## src/rtl/core/rmma_pkg.sv

```systemverilog
`timescale 1ns / 1ps
// ----------------------------------------------------------------------------
// rmma_pkg
// Shared types, widths and helpers for the running min/max and moving
// average block.
// ----------------------------------------------------------------------------
package rmma_pkg;

   localparam int WINDOW_DEFAULT = 5;
   localparam int TEMP_W         = 16;
   localparam int CHARGE_W       = 15;
   localparam int DIV_RADIX_BITS = 4;   // quotient bits per divider cycle

   typedef struct packed {
      logic signed [TEMP_W-1:0] temperature;
      logic [CHARGE_W-1:0]      charge;
   } sample_type;

   typedef struct packed {
      logic signed [TEMP_W-1:0] temp_min;
      logic signed [TEMP_W-1:0] temp_max;
      logic [CHARGE_W-1:0]      min_charge;
      logic [CHARGE_W-1:0]      max_charge;
      logic signed [TEMP_W-1:0] avg_temperature;
      logic [CHARGE_W-1:0]      avg_charge;
   } result_type;

   // controller to datapath commands
   typedef struct packed {
      logic accept;      // take the sample, update window, sums, extremes
      logic div_start;   // load both dividers from the sums
      logic div_step;    // one divider step
      logic out_load;    // capture the result into the output register
   } cmd_type;

   // bits of the held-sample count, 0 to window
   function automatic int count_width(input int window);
      return $clog2(window + 1);
   endfunction

   // divider steps per item; the temperature sum is the widest dividend
   function automatic int div_steps(input int window);
      return (TEMP_W + count_width(window) + DIV_RADIX_BITS - 1) / DIV_RADIX_BITS;
   endfunction

endpackage

```

## src/rtl/core/rmma_stream_if.sv

```systemverilog
`timescale 1ns / 1ps
// ----------------------------------------------------------------------------
// rmma_stream_if
// Valid/ready channel carrying one item per handshake.
// ----------------------------------------------------------------------------
interface rmma_stream_if #(
   parameter type payload_type = logic
);
   logic        valid;
   logic        ready;
   payload_type payload;

   modport source (output valid, output payload, input ready);
   modport sink   (input valid, input payload, output ready);
endinterface

```

## src/rtl/core/rmma_ctrl.sv

```systemverilog
`timescale 1ns / 1ps
// ----------------------------------------------------------------------------
// rmma_ctrl
// Sequencer: accept, divider setup, divider cycles, result hand-off.
// ----------------------------------------------------------------------------
module rmma_ctrl #(
   parameter int WINDOW = rmma_pkg::WINDOW_DEFAULT
) (
   input  logic             clock,
   input  logic             reset,
   input  logic             req_valid,
   output logic             req_ready,
   output logic             rsp_valid,
   input  logic             rsp_ready,
   output rmma_pkg::cmd_type cmd
);
   localparam int DIV_STEPS = rmma_pkg::div_steps(WINDOW);
   localparam int STEP_W    = (DIV_STEPS > 1) ? $clog2(DIV_STEPS) : 1;

   typedef enum logic [1:0] {
      ST_IDLE,
      ST_START,
      ST_DIV,
      ST_OUT
   } state_type;

   state_type         state_ff;
   logic [STEP_W-1:0] step_ff;
   logic              rsp_valid_ff;
   logic              out_free;

   assign out_free       = !rsp_valid_ff || rsp_ready;
   assign req_ready      = (state_ff == ST_IDLE);
   assign rsp_valid      = rsp_valid_ff;
   assign cmd.accept     = (state_ff == ST_IDLE) && req_valid;
   assign cmd.div_start  = (state_ff == ST_START);
   assign cmd.div_step   = (state_ff == ST_DIV);
   assign cmd.out_load   = (state_ff == ST_OUT) && out_free;

   always_ff @(posedge clock) begin
      if (reset) begin
         state_ff     <= ST_IDLE;
         step_ff      <= '0;
         rsp_valid_ff <= 1'b0;
      end else begin
         // a load in the same cycle keeps valid high for the new item
         if (rsp_valid_ff && rsp_ready && !cmd.out_load) begin
            rsp_valid_ff <= 1'b0;
         end
         case (state_ff)
            ST_IDLE: begin
               if (req_valid) begin
                  state_ff <= ST_START;
               end
            end
            ST_START: begin
               step_ff  <= '0;
               state_ff <= ST_DIV;
            end
            ST_DIV: begin
               if (step_ff == STEP_W'(DIV_STEPS - 1)) begin
                  state_ff <= ST_OUT;
               end else begin
                  step_ff <= step_ff + 1'b1;
               end
            end
            ST_OUT: begin
               if (out_free) begin
                  rsp_valid_ff <= 1'b1;
                  state_ff     <= ST_IDLE;
               end
            end
            default: begin
               state_ff <= ST_IDLE;
            end
         endcase
      end
   end

endmodule

```

## src/rtl/core/rmma_dp.sv

```systemverilog
`timescale 1ns / 1ps
// ----------------------------------------------------------------------------
// rmma_dp
// Sample window, running sums, extremes, two radix-16 restoring dividers
// sharing the held count as divisor, and the output register.
// ----------------------------------------------------------------------------
module rmma_dp #(
   parameter int WINDOW = rmma_pkg::WINDOW_DEFAULT
) (
   input  logic                 clock,
   input  logic                 reset,
   input  rmma_pkg::cmd_type    cmd,
   input  rmma_pkg::sample_type req_payload,
   output rmma_pkg::result_type rsp_payload
);
   localparam int TW        = rmma_pkg::TEMP_W;
   localparam int CHW       = rmma_pkg::CHARGE_W;
   localparam int CW        = rmma_pkg::count_width(WINDOW);
   localparam int SLOT_W    = (WINDOW > 1) ? $clog2(WINDOW) : 1;
   localparam int TSW       = TW + CW;
   localparam int CSW       = CHW + CW;
   localparam int RB        = rmma_pkg::DIV_RADIX_BITS;
   localparam int DQ_W      = rmma_pkg::div_steps(WINDOW) * RB;
   localparam int REM_W     = CW + 1;

   logic signed [TW-1:0]  temp_window_ff [WINDOW];
   logic [CHW-1:0]        charge_window_ff [WINDOW];
   logic [SLOT_W-1:0]     slot_ff, slot_in;
   logic [CW-1:0]         count_ff, count_in;
   logic signed [TSW-1:0] temp_sum_ff, temp_sum_in;
   logic [CSW-1:0]        charge_sum_ff, charge_sum_in;
   logic signed [TW-1:0]  tmin_ff, tmax_ff, tmin_in, tmax_in;
   logic [CHW-1:0]        cmin_ff, cmax_ff, cmin_in, cmax_in;

   logic [REM_W-1:0]      t_rem_ff, c_rem_ff;
   logic [DQ_W-1:0]       t_quo_ff, c_quo_ff;
   logic                  t_neg_ff;
   rmma_pkg::result_type  rsp_ff;

   logic                  first, full;
   logic signed [TW-1:0]  t_new, t_old;
   logic [CHW-1:0]        c_new, c_old;
   logic [TSW-1:0]        t_mag;
   logic [REM_W+DQ_W-1:0] t_next, c_next;
   logic [DQ_W-1:0]       t_avg;

   // RB restoring steps on a narrow remainder
   function automatic logic [REM_W+DQ_W-1:0] div_digits(
      input logic [REM_W-1:0] rem,
      input logic [DQ_W-1:0]  quo,
      input logic [CW-1:0]    divisor
   );
      logic [REM_W-1:0] r;
      logic [DQ_W-1:0]  q;
      r = rem;
      q = quo;
      for (int k = 0; k < RB; k++) begin
         r = {r[CW-1:0], q[DQ_W-1]};
         q = {q[DQ_W-2:0], 1'b0};
         if (r >= {1'b0, divisor}) begin
            r    = r - {1'b0, divisor};
            q[0] = 1'b1;
         end
      end
      return {r, q};
   endfunction

   // ---- window and extremes update
   assign t_new = req_payload.temperature;
   assign c_new = req_payload.charge;
   assign first = (count_ff == '0);
   assign full  = (count_ff == CW'(WINDOW));
   assign t_old = full ? temp_window_ff[slot_ff] : '0;
   assign c_old = full ? charge_window_ff[slot_ff] : '0;

   assign temp_sum_in   = temp_sum_ff + TSW'(t_new) - TSW'(t_old);
   assign charge_sum_in = charge_sum_ff + {{CW{1'b0}}, c_new} - {{CW{1'b0}}, c_old};
   assign slot_in       = (slot_ff == SLOT_W'(WINDOW - 1)) ? '0 : slot_ff + 1'b1;
   assign count_in      = full ? count_ff : count_ff + 1'b1;

   assign tmin_in = (first || t_new < tmin_ff) ? t_new : tmin_ff;
   assign tmax_in = (first || t_new > tmax_ff) ? t_new : tmax_ff;
   assign cmin_in = (first || c_new < cmin_ff) ? c_new : cmin_ff;
   assign cmax_in = (first || c_new > cmax_ff) ? c_new : cmax_ff;

   // ---- divider
   assign t_mag  = temp_sum_ff[TSW-1] ? TSW'(-temp_sum_ff) : TSW'(temp_sum_ff);
   assign t_next = div_digits(t_rem_ff, t_quo_ff, count_ff);
   assign c_next = div_digits(c_rem_ff, c_quo_ff, count_ff);
   assign t_avg  = t_neg_ff ? DQ_W'(-t_quo_ff) : t_quo_ff;

   always_ff @(posedge clock) begin
      if (reset) begin
         slot_ff       <= '0;
         count_ff      <= '0;
         temp_sum_ff   <= '0;
         charge_sum_ff <= '0;
      end else if (cmd.accept) begin
         slot_ff       <= slot_in;
         count_ff      <= count_in;
         temp_sum_ff   <= temp_sum_in;
         charge_sum_ff <= charge_sum_in;
      end
   end

   always_ff @(posedge clock) begin
      if (cmd.accept) begin
         temp_window_ff[slot_ff]   <= t_new;
         charge_window_ff[slot_ff] <= c_new;
         tmin_ff <= tmin_in;
         tmax_ff <= tmax_in;
         cmin_ff <= cmin_in;
         cmax_ff <= cmax_in;
      end
      if (cmd.div_start) begin
         t_rem_ff <= '0;
         c_rem_ff <= '0;
         t_quo_ff <= DQ_W'(t_mag);
         c_quo_ff <= DQ_W'(charge_sum_ff);
         t_neg_ff <= temp_sum_ff[TSW-1];
      end else if (cmd.div_step) begin
         {t_rem_ff, t_quo_ff} <= t_next;
         {c_rem_ff, c_quo_ff} <= c_next;
      end
      if (cmd.out_load) begin
         rsp_ff.temp_min        <= tmin_ff;
         rsp_ff.temp_max        <= tmax_ff;
         rsp_ff.min_charge      <= cmin_ff;
         rsp_ff.max_charge      <= cmax_ff;
         rsp_ff.avg_temperature <= t_avg[TW-1:0];
         rsp_ff.avg_charge      <= c_quo_ff[CHW-1:0];
      end
   end

   assign rsp_payload = rsp_ff;

endmodule

```

## src/rtl/core/running_minmax_moving_average.sv

```systemverilog
`timescale 1ns / 1ps
// Sequence: each accepted item passes a setup state, DIV_STEPS divider steps
//   and an output load that waits until the output register is free.
// The input stays closed until that item has been loaded out; the shared-count
//   divider retires four quotient bits per cycle.
// Reset (synchronous, active high) empties the window: count, slot and sums go
//   to zero and the first item after reset sets all four extremes.
// ----------------------------------------------------------------------------
// running_minmax_moving_average
// Running min/max of temperature and charge since reset, plus moving
// averages over the last WINDOW samples.
// ----------------------------------------------------------------------------
module running_minmax_moving_average #(
   parameter int WINDOW = rmma_pkg::WINDOW_DEFAULT
) (
   input  logic                 clock,
   input  logic                 reset,
   rmma_stream_if.sink          req_chan,
   rmma_stream_if.source        rsp_chan
);
   // Control: rmma_ctrl walks IDLE -> START -> DIV (DIV_STEPS steps) -> OUT.
   // The input side is open only in IDLE; the output register lets a
   // finished item wait on rsp_chan while the next item is taken in and
   // worked on. OUT holds until that register is free.
   rmma_pkg::cmd_type cmd;
   logic              req_ready;
   logic              rsp_valid;

   rmma_ctrl #(
      .WINDOW (WINDOW)
   ) u_ctrl (
      .clock     (clock),
      .reset     (reset),
      .req_valid (req_chan.valid),
      .req_ready (req_ready),
      .rsp_valid (rsp_valid),
      .rsp_ready (rsp_chan.ready),
      .cmd       (cmd)
   );

   // Datapath: window ring, sums and extremes update on accept; the
   // averages come from two restoring dividers (magnitude for temperature,
   // sign put back after, so the mean truncates toward zero).
   rmma_dp #(
      .WINDOW (WINDOW)
   ) u_dp (
      .clock       (clock),
      .reset       (reset),
      .cmd         (cmd),
      .req_payload (req_chan.payload),
      .rsp_payload (rsp_chan.payload)
   );

   assign req_chan.ready = req_ready;
   assign rsp_chan.valid = rsp_valid;

`ifndef NO_ASSERTIONS
   // an accepted item always starts the divider next cycle
   a_accept_starts_div: assert property (@(posedge clock) disable iff (reset)
      (req_chan.valid && req_chan.ready) |=> cmd.div_start)
      else $error("accepted item did not start divider");

   // output register never overwritten while a result waits
   a_no_overwrite: assert property (@(posedge clock) disable iff (reset)
      cmd.out_load |-> (!rsp_valid || rsp_chan.ready))
      else $error("result overwritten before taken");

   // input stays closed while the divider runs
   a_closed_in_div: assert property (@(posedge clock) disable iff (reset)
      (cmd.div_step || cmd.div_start) |-> !req_ready)
      else $error("input open during divide");

   // extremes ordered in every delivered result
   a_minmax_order: assert property (@(posedge clock) disable iff (reset)
      rsp_valid |-> (rsp_chan.payload.temp_min <= rsp_chan.payload.temp_max
                     && rsp_chan.payload.min_charge <= rsp_chan.payload.max_charge))
      else $error("minimum above maximum");
`endif

endmodule

```

## src/flat_wrapper.sv

```systemverilog
// flat-port wrapper written by rule: the top's interface ports become plain ports
module running_minmax_moving_average_flat 
#(
   parameter int WINDOW = rmma_pkg::WINDOW_DEFAULT
)
  (clock, reset, req_chan_valid, req_chan_payload, req_chan_ready, rsp_chan_valid, rsp_chan_payload, rsp_chan_ready);
  rmma_stream_if #(.payload_type(rmma_pkg::sample_type)) req_chan_i ();
  rmma_stream_if #(.payload_type(rmma_pkg::result_type)) rsp_chan_i ();
  input  logic clock;
  input  logic reset;
  input wire logic [$bits(req_chan_i.valid)-1:0] req_chan_valid;
  input wire logic [$bits(req_chan_i.payload)-1:0] req_chan_payload;
  output wire logic [$bits(req_chan_i.ready)-1:0] req_chan_ready;
  output wire logic [$bits(rsp_chan_i.valid)-1:0] rsp_chan_valid;
  output wire logic [$bits(rsp_chan_i.payload)-1:0] rsp_chan_payload;
  input wire logic [$bits(rsp_chan_i.ready)-1:0] rsp_chan_ready;
  assign req_chan_i.valid = req_chan_valid;
  assign req_chan_i.payload = req_chan_payload;
  assign req_chan_ready = req_chan_i.ready;
  assign rsp_chan_valid = rsp_chan_i.valid;
  assign rsp_chan_payload = rsp_chan_i.payload;
  assign rsp_chan_i.ready = rsp_chan_ready;
  running_minmax_moving_average #(.WINDOW(WINDOW)) u_core (.clock(clock), .reset(reset), .req_chan(req_chan_i), .rsp_chan(rsp_chan_i));
endmodule
```

## config.mk

```make
export PLATFORM = sky130hd
export DESIGN_NAME = running_minmax_moving_average_flat
export DESIGN_NICKNAME = d
export VERILOG_FILES = /design/src/rtl/core/rmma_pkg.sv /design/src/rtl/core/rmma_stream_if.sv /design/src/rtl/core/rmma_ctrl.sv /design/src/rtl/core/rmma_dp.sv /design/src/rtl/core/running_minmax_moving_average.sv /design/src/flat_wrapper.sv
export SDC_FILE = /design/constraint.sdc
export NUM_CORES = 1
export LEC_CHECK = 0
export BUFFER_PORTS_ARGS = -buffer_cell sky130_fd_sc_hd__buf_4
export CAP_MARGIN = 20
export CORE_MARGIN = 3
export CORE_UTILIZATION = 50
export DETAILED_ROUTE_END_ITERATION = 6
export PLACE_DENSITY = 0.75
export SLEW_MARGIN = 10
export SYNTH_ARGS = -nofsm -noshare
export SYNTH_HDL_FRONTEND = slang
export SYNTH_HIERARCHICAL = 1
export SYNTH_SLANG_ARGS = --single-unit
```

## constraint.sdc

```tcl
create_clock -name clock -period 6.35 [get_ports clock]
set_clock_uncertainty 0.2 [all_clocks]
set_input_delay 0.9525 -clock clock [delete_from_list [all_inputs] [get_ports clock]]
set_output_delay 0.9525 -clock clock [all_outputs]
set_load 0.02 [all_outputs]
```

Word-level counts from Yosys, hierarchy flattened:

Memories as Yosys holds them, arrays and structs flattened. A register that Yosys moved wholly into a read port is not among the register bits.
Index checks and enable logic that the tools add are counted.

* add/subtract/negate cells: 17
* $lt $le $gt $ge: 12
* muxes and demuxes: 40
* bitwise logic cells: 1
* equal/unequal tests: 10
* reductions and logical operators: 21

Operators by type and width (count)
* two-way mux 19 bit: 3
* two-way mux 3 bit: 14
* two-way mux 18 bit: 2
* greater-or-equal comparator 4 x 3 -> 1 bit: 8
* two-way mux 16 bit: 2
* subtractor 3 bit: 8
* adder 19 x 16 -> 19 bit: 1
* negation 19 bit: 1
* subtractor 19 x 16 -> 19 bit: 1
* adder 18 x 15 -> 18 bit: 1
* subtractor 18 x 15 -> 18 bit: 1
* > comparator 16 bit: 1
* < comparator 16 bit: 1
* negation 16 bit: 1
* > comparator 15 bit: 1
* < comparator 15 bit: 1
* two-way mux 15 bit: 1
* two-way mux 1 bit: 13
* AND reduction 2 bit: 6
* adder 3 x 1 -> 3 bit (second input constant): 3
* equality test 3 bit (second input constant): 3
* inequality test 2 bit (second input constant): 4
* one-hot mux 2 bit (4 select lines): 1
* two-way mux 2 bit: 3
* other kinds (11): 20

* memories: 2
* register bits after elaboration: 251
* logic and storage cells: 127
* output and inout port bits: 95
* memory bits (writable): 155

Memory list
* u_core.u_dp.temp_window_ff: depth 5, width 16, rd ports 1, clocked after Yosys merged registers in 1, write ports 1, RTL line rmma_dp.sv:26 `logic signed [TW-1:0] temp_window_ff [WINDOW];`
* u_core.u_dp.charge_window_ff: depth 5, width 15, rd ports 1, clocked after Yosys merged registers in 1, write ports 1, RTL line rmma_dp.sv:27 `logic [CHW-1:0] charge_window_ff [WINDOW];`

Depth between registers and ports, before layout:

Gate-level depths: netlist of run 1.

* word-level depth: 10
* gate-level depth with buffers: 28
* mapped depth without buffers: 28

By module:

The synthesis of run 1 kept the hierarchy.

By module, submodules not included
* rmma_dp: cells an instance 1567, times used 1, area each 20234.4 um^2
* rmma_ctrl: cells an instance 41, times used 1, area each 392.9 um^2

Least setup slack after synthesis of run 1:

No wires, ideal clock.

* path type: reg-to-reg
* start: register u_core.u_dp.count_ff[1]
* end: register u_core.u_dp.c_rem_ff[1]
* setup slack: 0.062 ns
* buffers on the path: 0
* stages on the path, launching flop included: 24
* arrival time: 5.946 ns
* required time: 6.009 ns
* setup time: 0.141 ns
* cell sequence: dfxtp_1 > inv_1 > fa_1 > a211oi_1 > nand2_1 > o21a_1 > ha_1 > a311oi_1 > a21boi_2 > mux2_2 > inv_1 > ha_1 > a21bo_2 > a21oi_1 > nand3_1 > mux2i_1 > mux2i_1 > fa_1 > a21o_1 > a21oi_1 > o211ai_1 > mux2i_1 > mux2i_1 > a211oi_1

* longest elaborated chain between the ends: 8
* elaborated cells on any way between the ends: 12
* those cells by class: 4 x add/sub; 4 x order compare; 4 x mux

Ends and longest elaborated chain
* start, declared: RTL line rmma_dp.sv:29 `logic [CW-1:0] count_ff, count_in;`
* start signal, assigned: RTL line rmma_dp.sv:100 `count_ff <= count_in;`
* greater-or-equal comparator 4 x 3 -> 1 bit or subtractor 3 bit (tied branches): RTL line rmma_dp.sv:60, rmma_dp.sv:61
* two-way mux 3 bit: RTL line rmma_dp.sv:60 `if (r >= {1'b0, divisor}) begin`
* greater-or-equal comparator 4 x 3 -> 1 bit or subtractor 3 bit (tied branches): RTL line rmma_dp.sv:60, rmma_dp.sv:61
* two-way mux 3 bit: RTL line rmma_dp.sv:60
* greater-or-equal comparator 4 x 3 -> 1 bit or subtractor 3 bit (tied branches): RTL line rmma_dp.sv:60, rmma_dp.sv:61
* two-way mux 3 bit: RTL line rmma_dp.sv:60
* greater-or-equal comparator 4 x 3 -> 1 bit or subtractor 3 bit (tied branches): RTL line rmma_dp.sv:60, rmma_dp.sv:61
* two-way mux 3 bit (*): RTL line rmma_dp.sv:60
* end signal, assigned: RTL line rmma_dp.sv:123 `{c_rem_ff, c_quo_ff} <= c_next;`
* end, declared: RTL line rmma_dp.sv:35 `logic [REM_W-1:0] t_rem_ff, c_rem_ff;`

Every way passes the cells marked *; elsewhere a longest branch is shown, timed or not.
A chain may end at the register's enable or synchronous reset.

Worst setup path after layout of run 1:

Same ends and word-level chain as after synthesis.

==> results by group, run 1 <==
Cells and area
  – Final core occ: 59.5%
  – Layout Cells excl Fill: 2343
  – Footprint of the multi-input gates: 8040 um2
  – Share of cells above drive strength 1: 18.6%
  – Nets: around 2000
  – Fillers: about 3200
  – Area growth, synth to finish: 16.1%
  – Commonest cells after routing, fill and taps aside: edfxtp_1 (348), inv_1 (227), buf_4 (171)
  – FF+latch area: between 10000 and 15000 um2
  – Commonest non-fill, non-tap cell in the layout: edfxtp_1

Timing
  – Slew margin rel.: 36.7%
  – Fin crit share: 95.1%
  – Finish-stage setup viols: 0
  – Fin Hold WS: around 0.25 ns
  – Slew Limit Fails: 0
  – Actual slew at the worst max-slew pin: 0.949 ns
  – Peak Freq: between 150 and 200 MHz
  – Final hold viol count: 0
  – Minimum clock period: a little over 6 ns

Logic synthesis
  – Synth cell types: 73
  – Post-Syn Nets: between 1500 and 2000
  – Syn_area_per_cell: between 10 and 15 um2
  – Syn. warnings: 6
  – Synth top area cells: edfxtp_1 (51%), ha_1 (8.2%), dfxtp_1 (5.9%)
  – Post-Synth XOR/XNOR Area: under 10%
  – #FFs+latches synth: just over 400
  – Seq/Total Area, Yosys: 56.6%
  – Synth Area in Compound Gates: under 10%
  – Mux cell area share after synthesis: around 7.9%
  – Synth Area in Simple Gates: a little under 8%
  – Post-synth top flop: edfxtp_1
  – Syn Inst Count: between 1500 and 2000
  – Cell Area, Synth: 20600 um2
  – Largest family of logic cells by synthesized area: adder cells
  – Synth area leader: edfxtp_1
  – EDFF count, synth: between 300 and 400
  – Area share of fa/ha/maj cells after synthesis: around 12%
  – Asr flop ratio synth: 0%
  – Top-area cell type share of the netlist area: approximately 50%

Die
  – IO Pins: 130
  – Die width: 209 um
  – Full die area: ~44000 um2
  – Height of the die: 209 um
  – Initial Utilization: 51.2%
  – FP Rows: 73
  – Total core area: about 40000 um2

Placement
  – Routability cong.: between 0.8 and 0.9
  – PortBufs: roughly 130
  – Placed insts: between 2000 and 2500
  – HPWL after detailed placement: 30.7 mm

Global route
  – Antenna violations before repair: 0
  – Total track usage: between 20% and 30%
  – Total grt overflow: 0
  – Global-route wire length before repair: between 70 and 80 mm
  – Largest net degree at the start of global routing: 69
  – Number of global-route vias before repair: approximately 13000

Clock network
  – Clk_lat worst skew: 0.58 ns
  – Clk buf depth: 3
  – Hold Buf Count CTS: 0
  – CTS H-tree depth: 2
  – Clk pin slew, worst setup/hold paths: about 0.060 ns
  – Num CTS Buffers: 44
  – Clock sink count: 409
  – CTS tree: built
  – Clock root cell: clkbuf_16

Detailed routing
  – First-pass iteration count of the detailed router: 5
  – DRC: 0
  – DR WL/cell: about 19 um
  – Routed WL: between 40 and 50 mm
  – DR vias: 12900
  – Initial DRC Count: 863
  – Post-route ant nets: 0
  – Vias/cell: approximately 5.5

Pwr
  – Peak supply drop: roughly 0.00028 V
  – Static Leak: 0.00941 uW
  – Pwr/cell area: between 400 and 500 nW/um2

Critical path
  – Critical path's top delay family: compound AO/OA/AOI/OAI gates
  – Worst path bufs/invs: 3
  – Setup crit end kind: flip-flop
  – Crit start category: flip-flop
  – Max stage delay cell, worst path: fa_2
  – WP data arrival: approximately 6.3 ns
  – Data required, critical path: roughly 6.6 ns
  – Max stage delay on crit path: between 0.4 and 0.5 ns
  – Crit Path Category: flip-flop to flip-flop
  – Crit-path max FO: 8

Worst hold path
  – HP Class: flip-flop to flip-flop

Outcome
  – Status: complete, no violations

Flow run
  – Max-cap violations: 0
-- layer usage --
metal | vias to the layer above | track usage, % | wire length, um
met3 | 76 | 3.42 | 2180
met2 | 332 | 32.4 | 20700
li1 | 6152 | - | -
met1 | 6382 | 28.7 | 20100
met5 | - | 0 | 0
met4 | 0 | 6.42 | 1090
-- cells in the mapped netlist (12+ instances only) --
cell type  count
mux4_2        31
mux2_2        24
mux2i_1       67
nor3_1        27
edfxtp_1     348
xnor2_1       47
o21a_1        16
nand2_1       66
clkbuf_1      30
buf_1         13
dfxtp_1       61
o21ai_0       35
inv_1        228
fa_1          41
a211oi_1      15
nand2b_1      13
nand4_1       12
nor2b_1       20
nor2_1       104
nand3_1       23
ha_1         136
a21o_1        33
a21oi_1       64
-- through the flow --
stage | total power [uW] | setup TNS (ns) | worst slack [ns] | cell area [um2]
6_report | 11700 | 0 | 0.312 | 24000
5_1_grt | 12500 | -0.00191 | -0.00191 | 24000
4_1_cts | 11600 | 0 | 0.0681 | 23800
3_5_place_dp | 9010 | 0 | 0.101 | 22400
3_3_place_gp | 8900 | 0 | 0.253 | 22400
2_1_floorplan | 7590 | 0 | 0.0624 | 20600
-- repair_timing --
item | CTS | global route
buffers inserted | 0 | 8
endpoints found under the setup margin | 0 | 8
resized for setup | 0 | 17
endpoints found under the hold margin | 0 | 0
-- power by group --
part           switching (uW)  internal (uW)
clock                    1050           1470
sequential                425           3720
combinational            2760           2260
total                    4230           7450
-- worst paths after layout --
check                           cells past startpoint                                     to  slack (ns)                            startpoint
worst max-delay path                               25   u_core/u_dp/c_rem_ff[1]$_SDFFE_PP0P_        0.31  u_core/u_dp/count_ff[1]$_SDFFE_PP0P_
worst min-delay path                                0  u_core/u_dp/rsp_payload[49]$_DFFE_PP_        0.25      u_core/u_dp/cmin_ff[3]$_DFFE_PP_
worst max register to register                     25   u_core/u_dp/c_rem_ff[1]$_SDFFE_PP0P_        0.31  u_core/u_dp/count_ff[1]$_SDFFE_PP0P_
worst min register to register                      0  u_core/u_dp/rsp_payload[49]$_DFFE_PP_        0.25      u_core/u_dp/cmin_ff[3]$_DFFE_PP_
-- kinds of logic after synthesis --
family,after synthesis
XOR/XNOR,55
AND/OR/NAND/NOR,329
AO/OA/AOI/OAI,244
multiplexers,122
buffers and inverters,272
adder cells (fa/ha/maj),177
flip-flops,409
-- worst register-to-register path, stage by stage (launching register included) --
cell	delay, ns
dfxtp_1	0.37
clkinvlp_4	0.23
fa_2	0.44
a211o_1	0.32
o21ai_2	0.18
nand2_1	0.08
ha_1	0.31
nor2b_2	0.18
a311oi_2	0.21
a21boi_2	0.23
mux2_2	0.39
inv_1	0.06
ha_1	0.21
a21bo_2	0.19
a21oi_1	0.19
o21ai_0	0.12
mux2i_1	0.28
mux2i_2	0.36
ha_1	0.29
a21o_1	0.15
a21oi_1	0.18
o211ai_1	0.11
mux2i_1	0.15
buf_4	0.16
mux2i_1	0.18
a211oi_1	0.08
-- final cells by class --
cell class | count | area share (%)
Tap cell | 525 | 2.74
Clock inverter | 18 | 0.752
Inverter | 228 | 3.59
Multi-Input combinational cell | 927 | 33.5
Antenna cell | 1 | 0.0104
Timing Repair Buffer | 172 | 5.41
Clock buffer | 63 | 5.23
Sequential cell | 409 | 48.7
-- sequential cells by signal (all words and copies together) (netlist names), 15 cells and up, named ones only --
register	count
u_core/u_dp/cmin_ff	15
u_core/u_dp/rsp_payload	93
u_core/u_dp/cmax_ff	15
u_core/u_dp/t_quo_ff	20
u_core/u_dp/tmin_ff	16
u_core/u_dp/temp_window_ff	80
u_core/u_dp/charge_window_ff	75
u_core/u_dp/c_quo_ff	20
u_core/u_dp/charge_sum_ff	18
u_core/u_dp/temp_sum_ff	19
u_core/u_dp/tmax_ff	16
(Power assumes the default switching activity.)
==> run 2: changes to the inputs <==
Settings changed: RECOVER_POWER set to 100.
==> results by group, run 2 (synthesis results as in run 1) <==
Worst hold path
  – HP Class: flip-flop to flip-flop
  – Worst hold path endpoint: u_core/u_dp/rsp_payload[54]$_DFFE_PP_
  – Hold path start: u_core/u_dp/cmin_ff[8]$_DFFE_PP_
  – Worst hold path depth: 0

Placement
  – Placed insts: between 2000 and 2500
  – PortBufs: 129
  – Routability cong.: 0.838
  – HPWL after detailed placement: a little over 30 mm

Timing
  – Slew margin rel.: -95.7%
  – Actual slew at the worst max-slew pin: just under 3 ns
  – Finish-stage setup viols: 0
  – Slew Limit Fails: 371
  – Peak Freq: about 170 MHz
  – Minimum clock period: ~6.0 ns
  – Final hold viol count: 0
  – Fin crit share: 94.6%

Die
  – Total core area: about 40000 um2
  – Full die area: roughly 44000 um2
  – Height of the die: around 210 um
  – Initial Utilization: a little over 50%
  – FP Rows: 73
  – IO Pins: between 100 and 150
  – Die width: 209 um

Clock network
  – Clk pin slew, worst setup/hold paths: ~0.060 ns
  – CTS H-tree depth: 2
  – Clock root cell: clkbuf_16
  – Clk buf depth: 3
  – Num CTS Buffers: 44
  – Clock sink count: 409
  – Clk_lat worst skew: between 0.5 and 0.6 ns
  – CTS tree: built
  – Hold Buf Count CTS: 0

Critical path
  – Setup slack, reg-to-reg: around 0.35 ns
  – Reg-to-reg startpoint: u_core/u_dp/count_ff[1]$_SDFFE_PP0P_
  – Crit start category: flip-flop
  – Data required, critical path: approximately 6.6 ns
  – Max stage delay cell, worst path: fa_2
  – Crit Path Category: flip-flop to flip-flop
  – Reg-to-reg critical path endpoint: u_core/u_dp/c_rem_ff[1]$_SDFFE_PP0P_
  – Max stage delay on crit path: 0.43 ns
  – Crit-path max FO: 8
  – Setup crit end kind: flip-flop
  – Worst R2R Path Depth: 25
  – WP data arrival: between 6 and 7 ns

Detailed routing
  – DR vias: ~13000
  – Vias/cell: between 5 and 6
  – Routed WL: around 44 mm
  – First-pass iteration count of the detailed router: 7
  – Post-route ant nets: 0
  – Initial DRC Count: between 800 and 900
  – DRC: 0
  – DR WL/cell: 18.8 um

Outcome
  – Status: complete, but fails checks
  – Failing checks: max-capacitance violations, max-slew violations

Global route
  – Total track usage: roughly a fifth
  – Antenna violations before repair: 0
  – Global-route wire length before repair: between 70 and 80 mm
  – Largest net degree at the start of global routing: around 70
  – Number of global-route vias before repair: about 13000
  – Total grt overflow: 0

Pwr
  – Pwr/cell area: around 500 nW/um2
  – Peak supply drop: ~0.00028 V
  – Static Leak: 0.00887 uW
  – Design Power: approximately 12000 uW

Flow run
  – Max-cap violations: 9

Cells and area
  – Commonest non-fill, non-tap cell in the layout: edfxtp_1
  – Commonest cells after routing, fill and taps aside: edfxtp_1 (348), inv_1 (227), clkbuf_1 (155)
  – Area growth, synth to finish: 13.2%
  – Nets: approximately 2000
  – Layout Cells excl Fill: about 2300
  – Fillers: between 3000 and 4000
  – Max reg flops: 93
  – Share of cells above drive strength 1: between 10 and 15%
run 2: cell types whose count changed in the layout (fill, tap and decap cells not counted), sizes merged:
cell,change
clkbuf,+144
buf,-144
run 2: how the worst max path moves through the flow:
stage	start	end	slack, ns	cells after the start
2_1_floorplan	u_core/u_dp/count_ff[1]$_SDFFE_PP0P_	u_core/u_dp/c_rem_ff[1]$_SDFFE_PP0P_	0.06	23
3_3_place_gp	u_core/u_dp/count_ff[1]$_SDFFE_PP0P_	u_core/u_dp/c_rem_ff[1]$_SDFFE_PP0P_	0.25	26
3_5_place_dp	u_core/u_dp/count_ff[1]$_SDFFE_PP0P_	u_core/u_dp/c_rem_ff[1]$_SDFFE_PP0P_	0.10	26
4_1_cts	u_core/u_dp/count_ff[1]$_SDFFE_PP0P_	u_core/u_dp/c_rem_ff[1]$_SDFFE_PP0P_	0.07	26
5_1_grt	u_core/u_dp/t_quo_ff[19]$_SDFFE_PP0P_	u_core/u_dp/t_rem_ff[1]$_SDFFE_PP0P_	-0.002	27
6_report	u_core/u_dp/count_ff[1]$_SDFFE_PP0P_	u_core/u_dp/c_rem_ff[1]$_SDFFE_PP0P_	0.35	25
run 2: critical path: cells and delay by family (launching register included):
kind                       cells  cell delay [ns]
and+or+nand+nor                2             0.25
buffers and inverters          3             0.45
adders and majority gates      4             1.24
DFF                            1             0.37
AOI/OAI and AO/OA             11             1.97
muxes                          5             1.36
run 2: through the flow:
step	worst slack (ns)	util (%)	hold slack, ns	instance area [um2]	TNS (ns)
finish	0.346	58.0	0.249	23400	0
global route	-0.00196	58.0	0.257	23400	-0.00196
CTS	0.0681	59.2	0.249	23800	0
detailed placement	0.101	55.6	0.235	22400	0
global placement	0.253	55.6	0.231	22400	0
floorplan	0.0624	-	0.222	20600	0
run 2: layout make-up:
cell class | count | area [um2] | area share [%]
inverter | 228 | 860 | 3.68
clock buffer | 63 | 1250 | 5.37
multi-input combinational | 927 | 7980 | 34.2
clock inverter | 18 | 180 | 0.771
sequential | 409 | 11700 | 50.0
tap | 525 | 657 | 2.81
timing repair buffer | 172 | 752 | 3.22
antenna | 1 | 2.50 | 0.0107
run 2: routing by layer:
metal	share of wire, %	GRT usage (%)	up-vias	routed length [um]
li1	-	-	6150	-
met1	46	28.7	6417	20300
met2	47	32.4	306	20600
met3	4.7	3.42	75	2090
met4	2.5	6.42	0	1080
met5	0	0	-	0
run 2: timing repair:
item | in CTS | in global routing
buffers inserted | 0 | 8
setup endpoints to repair | 0 | 8
resized for setup | 0 | 17
run 2: report_power, final:
group	switching (uW)	internal, uW
Clock	1050	1470
Combinational	2740	2160
Sequential	421	3740
